$ cat config.mk
export PLATFORM = sky130hd
export DESIGN_NAME = slbm_regs
export DESIGN_NICKNAME = d
export VERILOG_FILES = /design/src/rtl/slbm_pkg.sv /design/src/rtl/slbm_regs.sv
export SDC_FILE = /design/constraint.sdc
export NUM_CORES = 1
export LEC_CHECK = 0
export BUFFER_PORTS_ARGS = -buffer_cell sky130_fd_sc_hd__clkbuf_2
export CAP_MARGIN = 20
export CELL_PAD_IN_SITES_DETAIL_PLACEMENT = 0
export CELL_PAD_IN_SITES_GLOBAL_PLACEMENT = 1
export CORE_MARGIN = 10
export CORE_UTILIZATION = 31
export DETAILED_ROUTE_END_ITERATION = 8
export PLACE_DENSITY = 0.75
export SLEW_MARGIN = 10
export SYNTH_ARGS = -nofsm -noshare
export SYNTH_HDL_FRONTEND = slang
export SYNTH_SLANG_ARGS = --single-unit
$ cat constraint.sdc
create_clock -name i_clk -period 1.75 [get_ports i_clk]
set_input_delay 0.2625 -clock i_clk [delete_from_list [all_inputs] [get_ports i_clk]]
set_output_delay 0.2625 -clock i_clk [all_outputs]
set_load 0.005 [all_outputs]
$ cat src/rtl/slbm_pkg.sv
// Shared types and constants of the serial loaded bank mapper.
package slbm_pkg;

    // ROM page geometry
    localparam int ROM_PAGE_BYTES = 16384;
    localparam int MAX_ROM_PAGES  = 16;
    localparam int PAGE_OFS_W     = $clog2(ROM_PAGE_BYTES);
    localparam int PAGE_W         = $clog2(MAX_ROM_PAGES);
    localparam int ROM_OFS_W      = PAGE_W + PAGE_OFS_W;

    // Read source codes
    localparam logic [1:0] TARGET_NONE = 2'd0;
    localparam logic [1:0] TARGET_ROM  = 2'd1;
    localparam logic [1:0] TARGET_RAM  = 2'd2;

    // Register select codes, address bits 14:13 of the fifth write
    localparam logic [1:0] REG_CONTROL  = 2'd0;
    localparam logic [1:0] REG_CHR_LOW  = 2'd1;
    localparam logic [1:0] REG_CHR_HIGH = 2'd2;
    localparam logic [1:0] REG_PRG      = 2'd3;

    // Program modes, control bits 3:2 (codes 0 and 1 map one 32 KiB bank)
    localparam logic [1:0] PRG_MODE_FIX_LOW  = 2'd2;
    localparam logic [1:0] PRG_MODE_FIX_HIGH = 2'd3;

    // Bus map
    localparam logic [15:0] ADDR_RAM_BASE  = 16'h6000;
    localparam logic [15:0] ADDR_ROM_BASE  = 16'h8000;
    localparam logic [15:0] ADDR_ROM_UPPER = 16'hC000;

    localparam logic [4:0] CTRL_RESET_VAL  = 5'h0C;
    localparam logic [4:0] CTRL_MODE_BITS  = 5'h0C;
    localparam logic [2:0] SERIAL_LAST     = 3'd4;
    localparam logic [3:0] PAGE_MASK_RESET = 4'd1;

    typedef struct packed {
        logic [1:0] mirror_mode;
        logic       chr_mode;
        logic [4:0] chr_bank_low;
        logic [4:0] chr_bank_high;
        logic       ram_enabled;
    } t_status;

    typedef struct packed {
        logic [1:0]           target;
        logic [ROM_OFS_W-1:0] rom_offset;
        logic                 ram_we;
        logic                 ram_re;
        t_status              status;
    } t_access;

endpackage

$ cat src/rtl/slbm_regs.sv
// Serial loader, mapper registers and ROM page decode.
module slbm_regs (
    input  logic                 i_clk,
    input  logic                 i_rst_n,
    input  logic                 i_cfg_wr_en,
    input  logic [3:0]           i_cfg_wr_data,
    input  logic                 i_accept,
    input  logic                 i_func,
    input  logic [15:0]          i_address,
    input  logic [7:0]           i_write_data,
    output slbm_pkg::t_access    o_access
);

    logic [3:0] r_page_mask;
    logic [4:0] r_serial, n_serial;
    logic [2:0] r_count, n_count;
    logic [4:0] r_control, n_control;
    logic [4:0] r_chr_low, n_chr_low;
    logic [4:0] r_chr_high, n_chr_high;
    logic [4:0] r_prg, n_prg;

    logic                        rom_space;
    logic                        ram_space;
    logic                        upper;
    logic [4:0]                  shifted;
    logic [slbm_pkg::PAGE_W-1:0] page;
    logic [slbm_pkg::PAGE_W-1:0] page_masked;

    assign rom_space = i_address >= slbm_pkg::ADDR_ROM_BASE;
    assign ram_space = (i_address >= slbm_pkg::ADDR_RAM_BASE) && !rom_space;
    assign upper     = i_address >= slbm_pkg::ADDR_ROM_UPPER;
    assign shifted   = {i_write_data[0], r_serial[4:1]};

    // Serial load and commit
    always_comb begin
        n_serial   = r_serial;
        n_count    = r_count;
        n_control  = r_control;
        n_chr_low  = r_chr_low;
        n_chr_high = r_chr_high;
        n_prg      = r_prg;
        if (i_accept && i_func && rom_space) begin
            if (i_write_data[7]) begin
                n_serial  = '0;
                n_count   = '0;
                n_control = r_control | slbm_pkg::CTRL_MODE_BITS;
            end else if (r_count == slbm_pkg::SERIAL_LAST) begin
                n_serial = '0;
                n_count  = '0;
                case (i_address[14:13])
                    slbm_pkg::REG_CONTROL:  n_control  = shifted;
                    slbm_pkg::REG_CHR_LOW:  n_chr_low  = shifted;
                    slbm_pkg::REG_CHR_HIGH: n_chr_high = shifted;
                    default:                n_prg      = shifted;
                endcase
            end else begin
                n_serial = shifted;
                n_count  = r_count + 3'd1;
            end
        end
    end

    // ROM page from the program mode; the page field already spans MAX_ROM_PAGES
    always_comb begin
        case (r_control[3:2])
            slbm_pkg::PRG_MODE_FIX_LOW:  page = upper ? r_prg[3:0] : '0;
            slbm_pkg::PRG_MODE_FIX_HIGH: page = upper ? r_page_mask : r_prg[3:0];
            default:                     page = {r_prg[3:1], upper};
        endcase
        page_masked = page & r_page_mask;
    end

    always_comb begin
        o_access.target     = slbm_pkg::TARGET_NONE;
        o_access.rom_offset = '0;
        if (!i_func && rom_space) begin
            o_access.target     = slbm_pkg::TARGET_ROM;
            o_access.rom_offset = {page_masked, i_address[slbm_pkg::PAGE_OFS_W-1:0]};
        end else if (!i_func && ram_space) begin
            o_access.target = slbm_pkg::TARGET_RAM;
        end
        o_access.ram_we               = i_accept && i_func && ram_space && !r_prg[4];
        o_access.ram_re               = i_accept && !i_func && ram_space;
        o_access.status.mirror_mode   = n_control[1:0];
        o_access.status.chr_mode      = n_control[4];
        o_access.status.chr_bank_low  = n_chr_low;
        o_access.status.chr_bank_high = n_chr_high;
        o_access.status.ram_enabled   = !n_prg[4];
    end

    always_ff @(posedge i_clk) begin
        if (!i_rst_n) begin
            r_page_mask <= slbm_pkg::PAGE_MASK_RESET;
            r_serial    <= '0;
            r_count     <= '0;
            r_control   <= slbm_pkg::CTRL_RESET_VAL;
            r_chr_low   <= '0;
            r_chr_high  <= '0;
            r_prg       <= '0;
        end else begin
            if (i_cfg_wr_en) begin
                r_page_mask <= i_cfg_wr_data;
            end
            r_serial   <= n_serial;
            r_count    <= n_count;
            r_control  <= n_control;
            r_chr_low  <= n_chr_low;
            r_chr_high <= n_chr_high;
            r_prg      <= n_prg;
        end
    end

endmodule

# After elaboration in Yosys (flattened, before gate mapping)
# Cells that the tools add are included.
dict set report totals {
  ff_bits 32
  input_bits 33
  output_inout_bits 36
  elab_cells 66
}
dict set report op_classes {
  add_sub_neg 1
  order_cmp 3
  n_eq_ne 5
  muxes 26
  bitwise_logic 3
  reduce_logical 19
}
# cell count
set ops {}
lappend ops {{5-bit 2-to-1 mux} 18}
lappend ops {{16-bit greater-or-equal comparator, second input constant} 2}
lappend ops {{18-bit 2-to-1 mux} 1}
lappend ops {{16-bit by 15-bit greater-or-equal comparator with 1-bit output, second input constant} 1}
lappend ops {{1-bit logical AND} 9}
lappend ops {{4-bit 2-to-1 mux} 2}
lappend ops {{4-bit one-hot mux with 2 select lines} 1}
lappend ops {{2-bit equality test, second input constant} 3}
lappend ops {{3-bit 2-to-1 mux} 2}
lappend ops {{4-bit bitwise AND} 1}
lappend ops {{1-bit logical NOT} 4}
lappend ops {{2-bit 2-to-1 mux} 2}
lappend ops {{4-bit AND reduction} 1}
lappend ops {{2-bit nonzero test} 2}
lappend ops {{3-bit by 1-bit adder with 3-bit output, second input constant} 1}
lappend ops {{3-bit equality test, second input constant} 1}
lappend ops {{3-bit AND reduction} 1}
lappend ops {{3-bit OR reduction} 1}
lappend ops {{2-bit by 1-bit equality test with 1-bit output, second input constant} 1}
lappend ops {{2-bit logical NOT} 1}
lappend ops {{1-bit NOT} 2}

# Depth between registers and ports, before layout
dict set report logic_depth {
  word_depth 7
  depth_mapped 6
  mapped_depth_nobuf 5
}

# Worst setup path before layout
# OpenSTA, ideal clock, no wires.
dict set report synth_timing {
  kind {register to output}
  startpoint {register r_count[0]}
  endpoint {output port o_access[1] (netlist bit)}
  t_arrival_ns 1.467
  required_ns 1.487
  setup_slack_ns 0.021
  stages_incl_launch_ff 7
  path_buffers 1
  path_cell_list {dfxtp_1 -> inv_1 -> ha_1 -> nand2_4 -> nor4_2 -> buf_4 -> mux2_1}
}
# element line
set synth_lines {}
lappend synth_lines {{from (decl)} slbm_regs.sv:16} ;# logic [2:0] r_count, n_count;
lappend synth_lines {{from (signal assigned)} slbm_regs.sv:105} ;# r_count <= n_count;
lappend synth_lines {{to (decl)} slbm_regs.sv:11} ;# output slbm_pkg::t_access o_access

==> impl_table.tex <==
\begin{tabular}{lr}
\hline
Metric & Value \\
\hline
\multicolumn{2}{l}{\textbf{Outcome}} \\
\quad Status & finished with violations \\
\quad Violations in the final reports & negative setup slack \\
\multicolumn{2}{l}{\textbf{Floorplanning}} \\
\quad Horizontal die dimension & 93.8 µm \\
\quad Core region area & approximately 5200 µm² \\
\quad Row count & 26 \\
\quad Full die area & between 8000 and 9000 µm² \\
\quad Top-level port count & slightly below 70 \\
\quad Initial Utilization & between 30\% and 40\% \\
\quad Die span in y & around 94 µm \\
\multicolumn{2}{l}{\textbf{Power}} \\
\quad Leakage Power & between 1 and 1.5 nW \\
\quad Worst IR Drop VDD & 290 µV \\
\quad Switching fraction of total power & 24.5\% \\
\quad Switching power & between 0.3 and 0.4 mW \\
\quad Proportion of power drawn by flip-flops and latches & about 51\% \\
\quad Part of the total power dissipated in the clock network & between 30\% and 40\% \\
\quad Power Total & around 1.4 mW \\
\quad Combinational group share of total power & approximately 11\% \\
\quad Internal power of the cells & roughly 1.1 mW \\
\quad Power density over cell area & 588 nW/µm² \\
\multicolumn{2}{l}{\textbf{STA}} \\
\quad Transition time at the pin with the least slew margin & about 470 ps \\
\quad Final Max Slew Viols & 0 \\
\quad Max-slew headroom & between 60 and 70\% \\
\quad Final-report setup violation count & 14 \\
\quad Setup repair after global routing missed its margin & yes \\
\quad Post-route fraction of the period consumed by the critical path & 117\% \\
\quad Time the final worst path needs with I/O delays and setup & roughly 2000 ps \\
\quad Max Clk Rate & about 490 MHz \\
\quad Final critical-path setup slack & -295 ps \\
\quad Setup Skew & between 3 and 4 ps \\
\quad Final hold vios & 0 \\
\multicolumn{2}{l}{\textbf{Clock tree}} \\
\quad Number of H-tree levels & 2 \\
\quad CTS tree & yes \\
\quad Number of buffers inserted for hold repair after clock tree synthesis & 0 \\
\quad Clock transition time at the flip-flop clock pins of the worst setup and hold paths & roughly 60 ps \\
\quad Inserted Clock Buffers & 5 \\
\quad Clock Tree Root & sky130\_fd\_sc\_hd\_\_clkbuf\_8 \\
\quad Number of buffers between clock root and the deepest sink & 2 \\
\quad Clock sink count & 31 \\
\quad Source-to-sink clock delay at the later pin of the worst-skew pair & around 280 ps \\
\multicolumn{2}{l}{\textbf{Synthesis}} \\
\quad Number of synthesis warnings & 0 \\
\quad Total of flip-flops plus latches after synthesis & 31 \\
\quad Post-synthesis net count & around 220 \\
\quad Synthesized area divided by synthesized cell count & 9.24 µm² \\
\quad Fraction of synthesis flops using an asynchronous set or reset pin & 0\% \\
\quad Cell area after synthesis & roughly 1700 µm² \\
\quad Register area share after synthesis & between 30\% and 40\% \\
\quad Main area contributors after synthesis & sky130\_fd\_sc\_hd\_\_dfxtp\_1, sky130\_fd\_sc\_hd\_\_mux2i\_1, sky130\_fd\_sc\_hd\_\_nand2\_1, sky130\_fd\_sc\_hd\_\_and2\_1, sky130\_fd\_sc\_hd\_\_mux2\_4 \\
\quad Cell type with the highest aggregate area in the netlist & sky130\_fd\_sc\_hd\_\_dfxtp\_1 \\
\quad Post-synthesis cell count & around 180 \\
\quad Area share of the largest cell type after synthesis & 36.7\% \\
\quad Count of cell types in the netlist & 37 \\
\quad Post-synth EDFFs & 0 \\
\quad Predominant post-synthesis flop cell & sky130\_fd\_sc\_hd\_\_dfxtp\_1 \\
\multicolumn{2}{l}{\textbf{Global route}} \\
\quad Initial antenna violation count & 0 \\
\quad Pin count of the biggest net entering global routing & 17 \\
\quad Overall track demand over capacity in global routing & 11.3\% \\
\quad Vias in the first global route & 1564 \\
\quad Overflow left after global routing & 0 \\
\quad First-pass GRT wire length & a little under 8000 µm \\
\multicolumn{2}{l}{\textbf{Detailed routing}} \\
\quad First-iteration detailed-routing DRC count & 67 \\
\quad Vias per cell & roughly 4.8 \\
\quad Residual DRC & 0 \\
\quad Post-detailed-routing wire length & slightly below 5000 µm \\
\quad Vias after detailed routing & 1632 \\
\quad Antenna viol nets, final & 0 \\
\quad Routed WL per cell & 14.3 µm \\
\quad Number of search-and-repair iterations in the first detailed-routing pass & 4 \\
\multicolumn{2}{l}{\textbf{Place}} \\
\quad Total placed cells including tap cells & approximately 330 \\
\quad Final weighted congestion of routability-driven global placement & 0.752 \\
\quad Estimated wirelength of the detail-placed design & around 3700 µm \\
\quad Total of buffers placed on input and output ports & 62 \\
\multicolumn{2}{l}{\textbf{Worst hold path}} \\
\quad Class of the most critical hold timing path & in2reg \\
\multicolumn{2}{l}{\textbf{Critical path}} \\
\quad Startpoint types & flop \\
\quad Maximum fanout along the worst path & 8 \\
\quad Start-to-end type of the worst setup path & reg2out \\
\quad CP Capture Type & output pin \\
\quad Data arrival, critical path & roughly 1800 ps \\
\quad Critical path data required time & $\sim$1500 ps \\
\multicolumn{2}{l}{\textbf{Cells and area}} \\
\quad Final non-filler cell total & 340 \\
\quad Fraction of layout instances using a drive strength above 1 & $\sim$44\% \\
\quad Layout-stage area growth over the synthesis result & 41.7\% \\
\quad N\_diodes & 0 \\
\quad Filler cell count in the final layout & between 500 and 600 \\
\quad Nets & between 300 and 400 \\
\multicolumn{2}{l}{\textbf{Job}} \\
\quad Max-capacitance violation count & 0 \\
\hline
\end{tabular}
## routing by layer
layer,global-route usage (%),vias up,wire (µm)
met4,4.56,0,70
li1,-,812,-
met5,0,-,0
met2,17.7,80,2080
met1,13.2,735,2110
met3,4.88,5,607
## state kept, by name, indices dropped and copies added (netlist names)
name,count
r_chr_high,5
r_chr_low,5
r_prg,5
r_serial,4
r_count,3
r_page_mask,4
r_control,5
## worst max-delay path: stages, from the launching register on
cell and delay [ps]:
sky130_fd_sc_hd__dfxtp_2 320, sky130_fd_sc_hd__inv_2 70, sky130_fd_sc_hd__ha_4 150, sky130_fd_sc_hd__nand2_4 60
sky130_fd_sc_hd__buf_4 150, sky130_fd_sc_hd__nor4_4 140, sky130_fd_sc_hd__buf_6 180, sky130_fd_sc_hd__mux2_4 320
sky130_fd_sc_hd__buf_6 120
## cell usage in the layout (no fill, tap or decap), types with 2 or more instances in the layout
cell type and n:
sky130_fd_sc_hd__and2_1 15, sky130_fd_sc_hd__a32oi_1 5, sky130_fd_sc_hd__nand3b_1 2, sky130_fd_sc_hd__clkbuf_8 5
sky130_fd_sc_hd__inv_2 2, sky130_fd_sc_hd__buf_4 24, sky130_fd_sc_hd__nand2b_1 4, sky130_fd_sc_hd__mux2i_1 20
sky130_fd_sc_hd__clkbuf_1 2, sky130_fd_sc_hd__inv_1 2, sky130_fd_sc_hd__nand2_1 29, sky130_fd_sc_hd__nor3_1 6
sky130_fd_sc_hd__nand3_1 5, sky130_fd_sc_hd__nor2_1 11, sky130_fd_sc_hd__buf_6 5, sky130_fd_sc_hd__a21oi_1 6
sky130_fd_sc_hd__dfxtp_1 30, sky130_fd_sc_hd__mux2_4 10, sky130_fd_sc_hd__o31ai_1 2, sky130_fd_sc_hd__clkbuf_2 58
sky130_fd_sc_hd__o21ai_2 2, sky130_fd_sc_hd__and3_1 3
## metrics by stage
stage               hold slack [ps]  setup WS [ps]  setup TNS (ps)  area [µm²]  util, %
finish                          209           -295           -3590        2400     46.0
global route                    229           -385           -4910        2400     46.0
CTS                             205           -334           -3740        2340     45.0
detailed placement              448           -104            -809        2190     42.0
global placement                438          -87.2            -760        2190     42.0
floorplan                       391           20.9               0        1690        -
## power by group through the flow
stage | clock [mW] | sequential [mW] | combinational, mW
final | 0.541 | 0.716 | 0.152
after floorplan | 0 | 0.731 | 0.0713
after global placement | 0 | 0.732 | 0.149
after CTS | 0.560 | 0.716 | 0.153
after detailed placement | 0 | 0.732 | 0.150
after global routing | 0.579 | 0.717 | 0.171
## path summary, 6_finish.rpt
path         depth (start not counted)        endpoint             start  slack, ps
max                                  8     o_access[4]        r_count[1]       -300
min                                  3  r_page_mask[0]  i_cfg_wr_data[0]        210
max reg2reg                          9        r_prg[3]        r_count[1]        180
min reg2reg                          2        r_prg[2]          r_prg[2]        460
## synthesized netlist by cell type (2+ instances only)
master	n
sky130_fd_sc_hd__clkbuf_1	5
sky130_fd_sc_hd__buf_4	2
sky130_fd_sc_hd__a32oi_1	5
sky130_fd_sc_hd__and3_1	3
sky130_fd_sc_hd__mux2_1	5
sky130_fd_sc_hd__nand2b_1	4
sky130_fd_sc_hd__o21ai_0	4
sky130_fd_sc_hd__o31ai_1	2
sky130_fd_sc_hd__ha_1	2
sky130_fd_sc_hd__inv_1	4
sky130_fd_sc_hd__nor3_1	6
sky130_fd_sc_hd__and2_1	15
sky130_fd_sc_hd__nand3_1	5
sky130_fd_sc_hd__dfxtp_1	31
sky130_fd_sc_hd__a21oi_1	6
sky130_fd_sc_hd__mux2_4	5
sky130_fd_sc_hd__nand3b_1	2
sky130_fd_sc_hd__nand2_1	29
sky130_fd_sc_hd__nor2_1	11
sky130_fd_sc_hd__mux2i_1	20
## area by class of cell
cell class | count | area, µm² | share of cell area (%)
sequential | 31 | 622 | 26.0
inverter | 4 | 15.0 | 0.627
clock buffer | 7 | 76.3 | 3.19
multi-input combinational | 138 | 1040 | 43.3
timing repair buffer | 89 | 552 | 23.0
tap | 70 | 87.6 | 3.66
clock inverter | 1 | 5.00 | 0.209
## logic make-up (layout without fill, tap and decap cells)
family	Yosys count	in the layout	share of synthesized area, %
DFF	31	31	36.7
buffers and inverters	14	101	4.66
adders and majority gates	2	2	1.48
and+or+nand+nor	87	87	30.1
muxes	30	30	19.6
AOI/OAI and AO/OA	19	19	7.40
## timing repair
action | in CTS | in global routing
resized for setup | 14 | 11
buffers inserted | 5 | 3
pin swaps | 3 | 3
endpoints found under the setup margin | 14 | 14
Note: power is estimated with default switching activity, not from simulation.
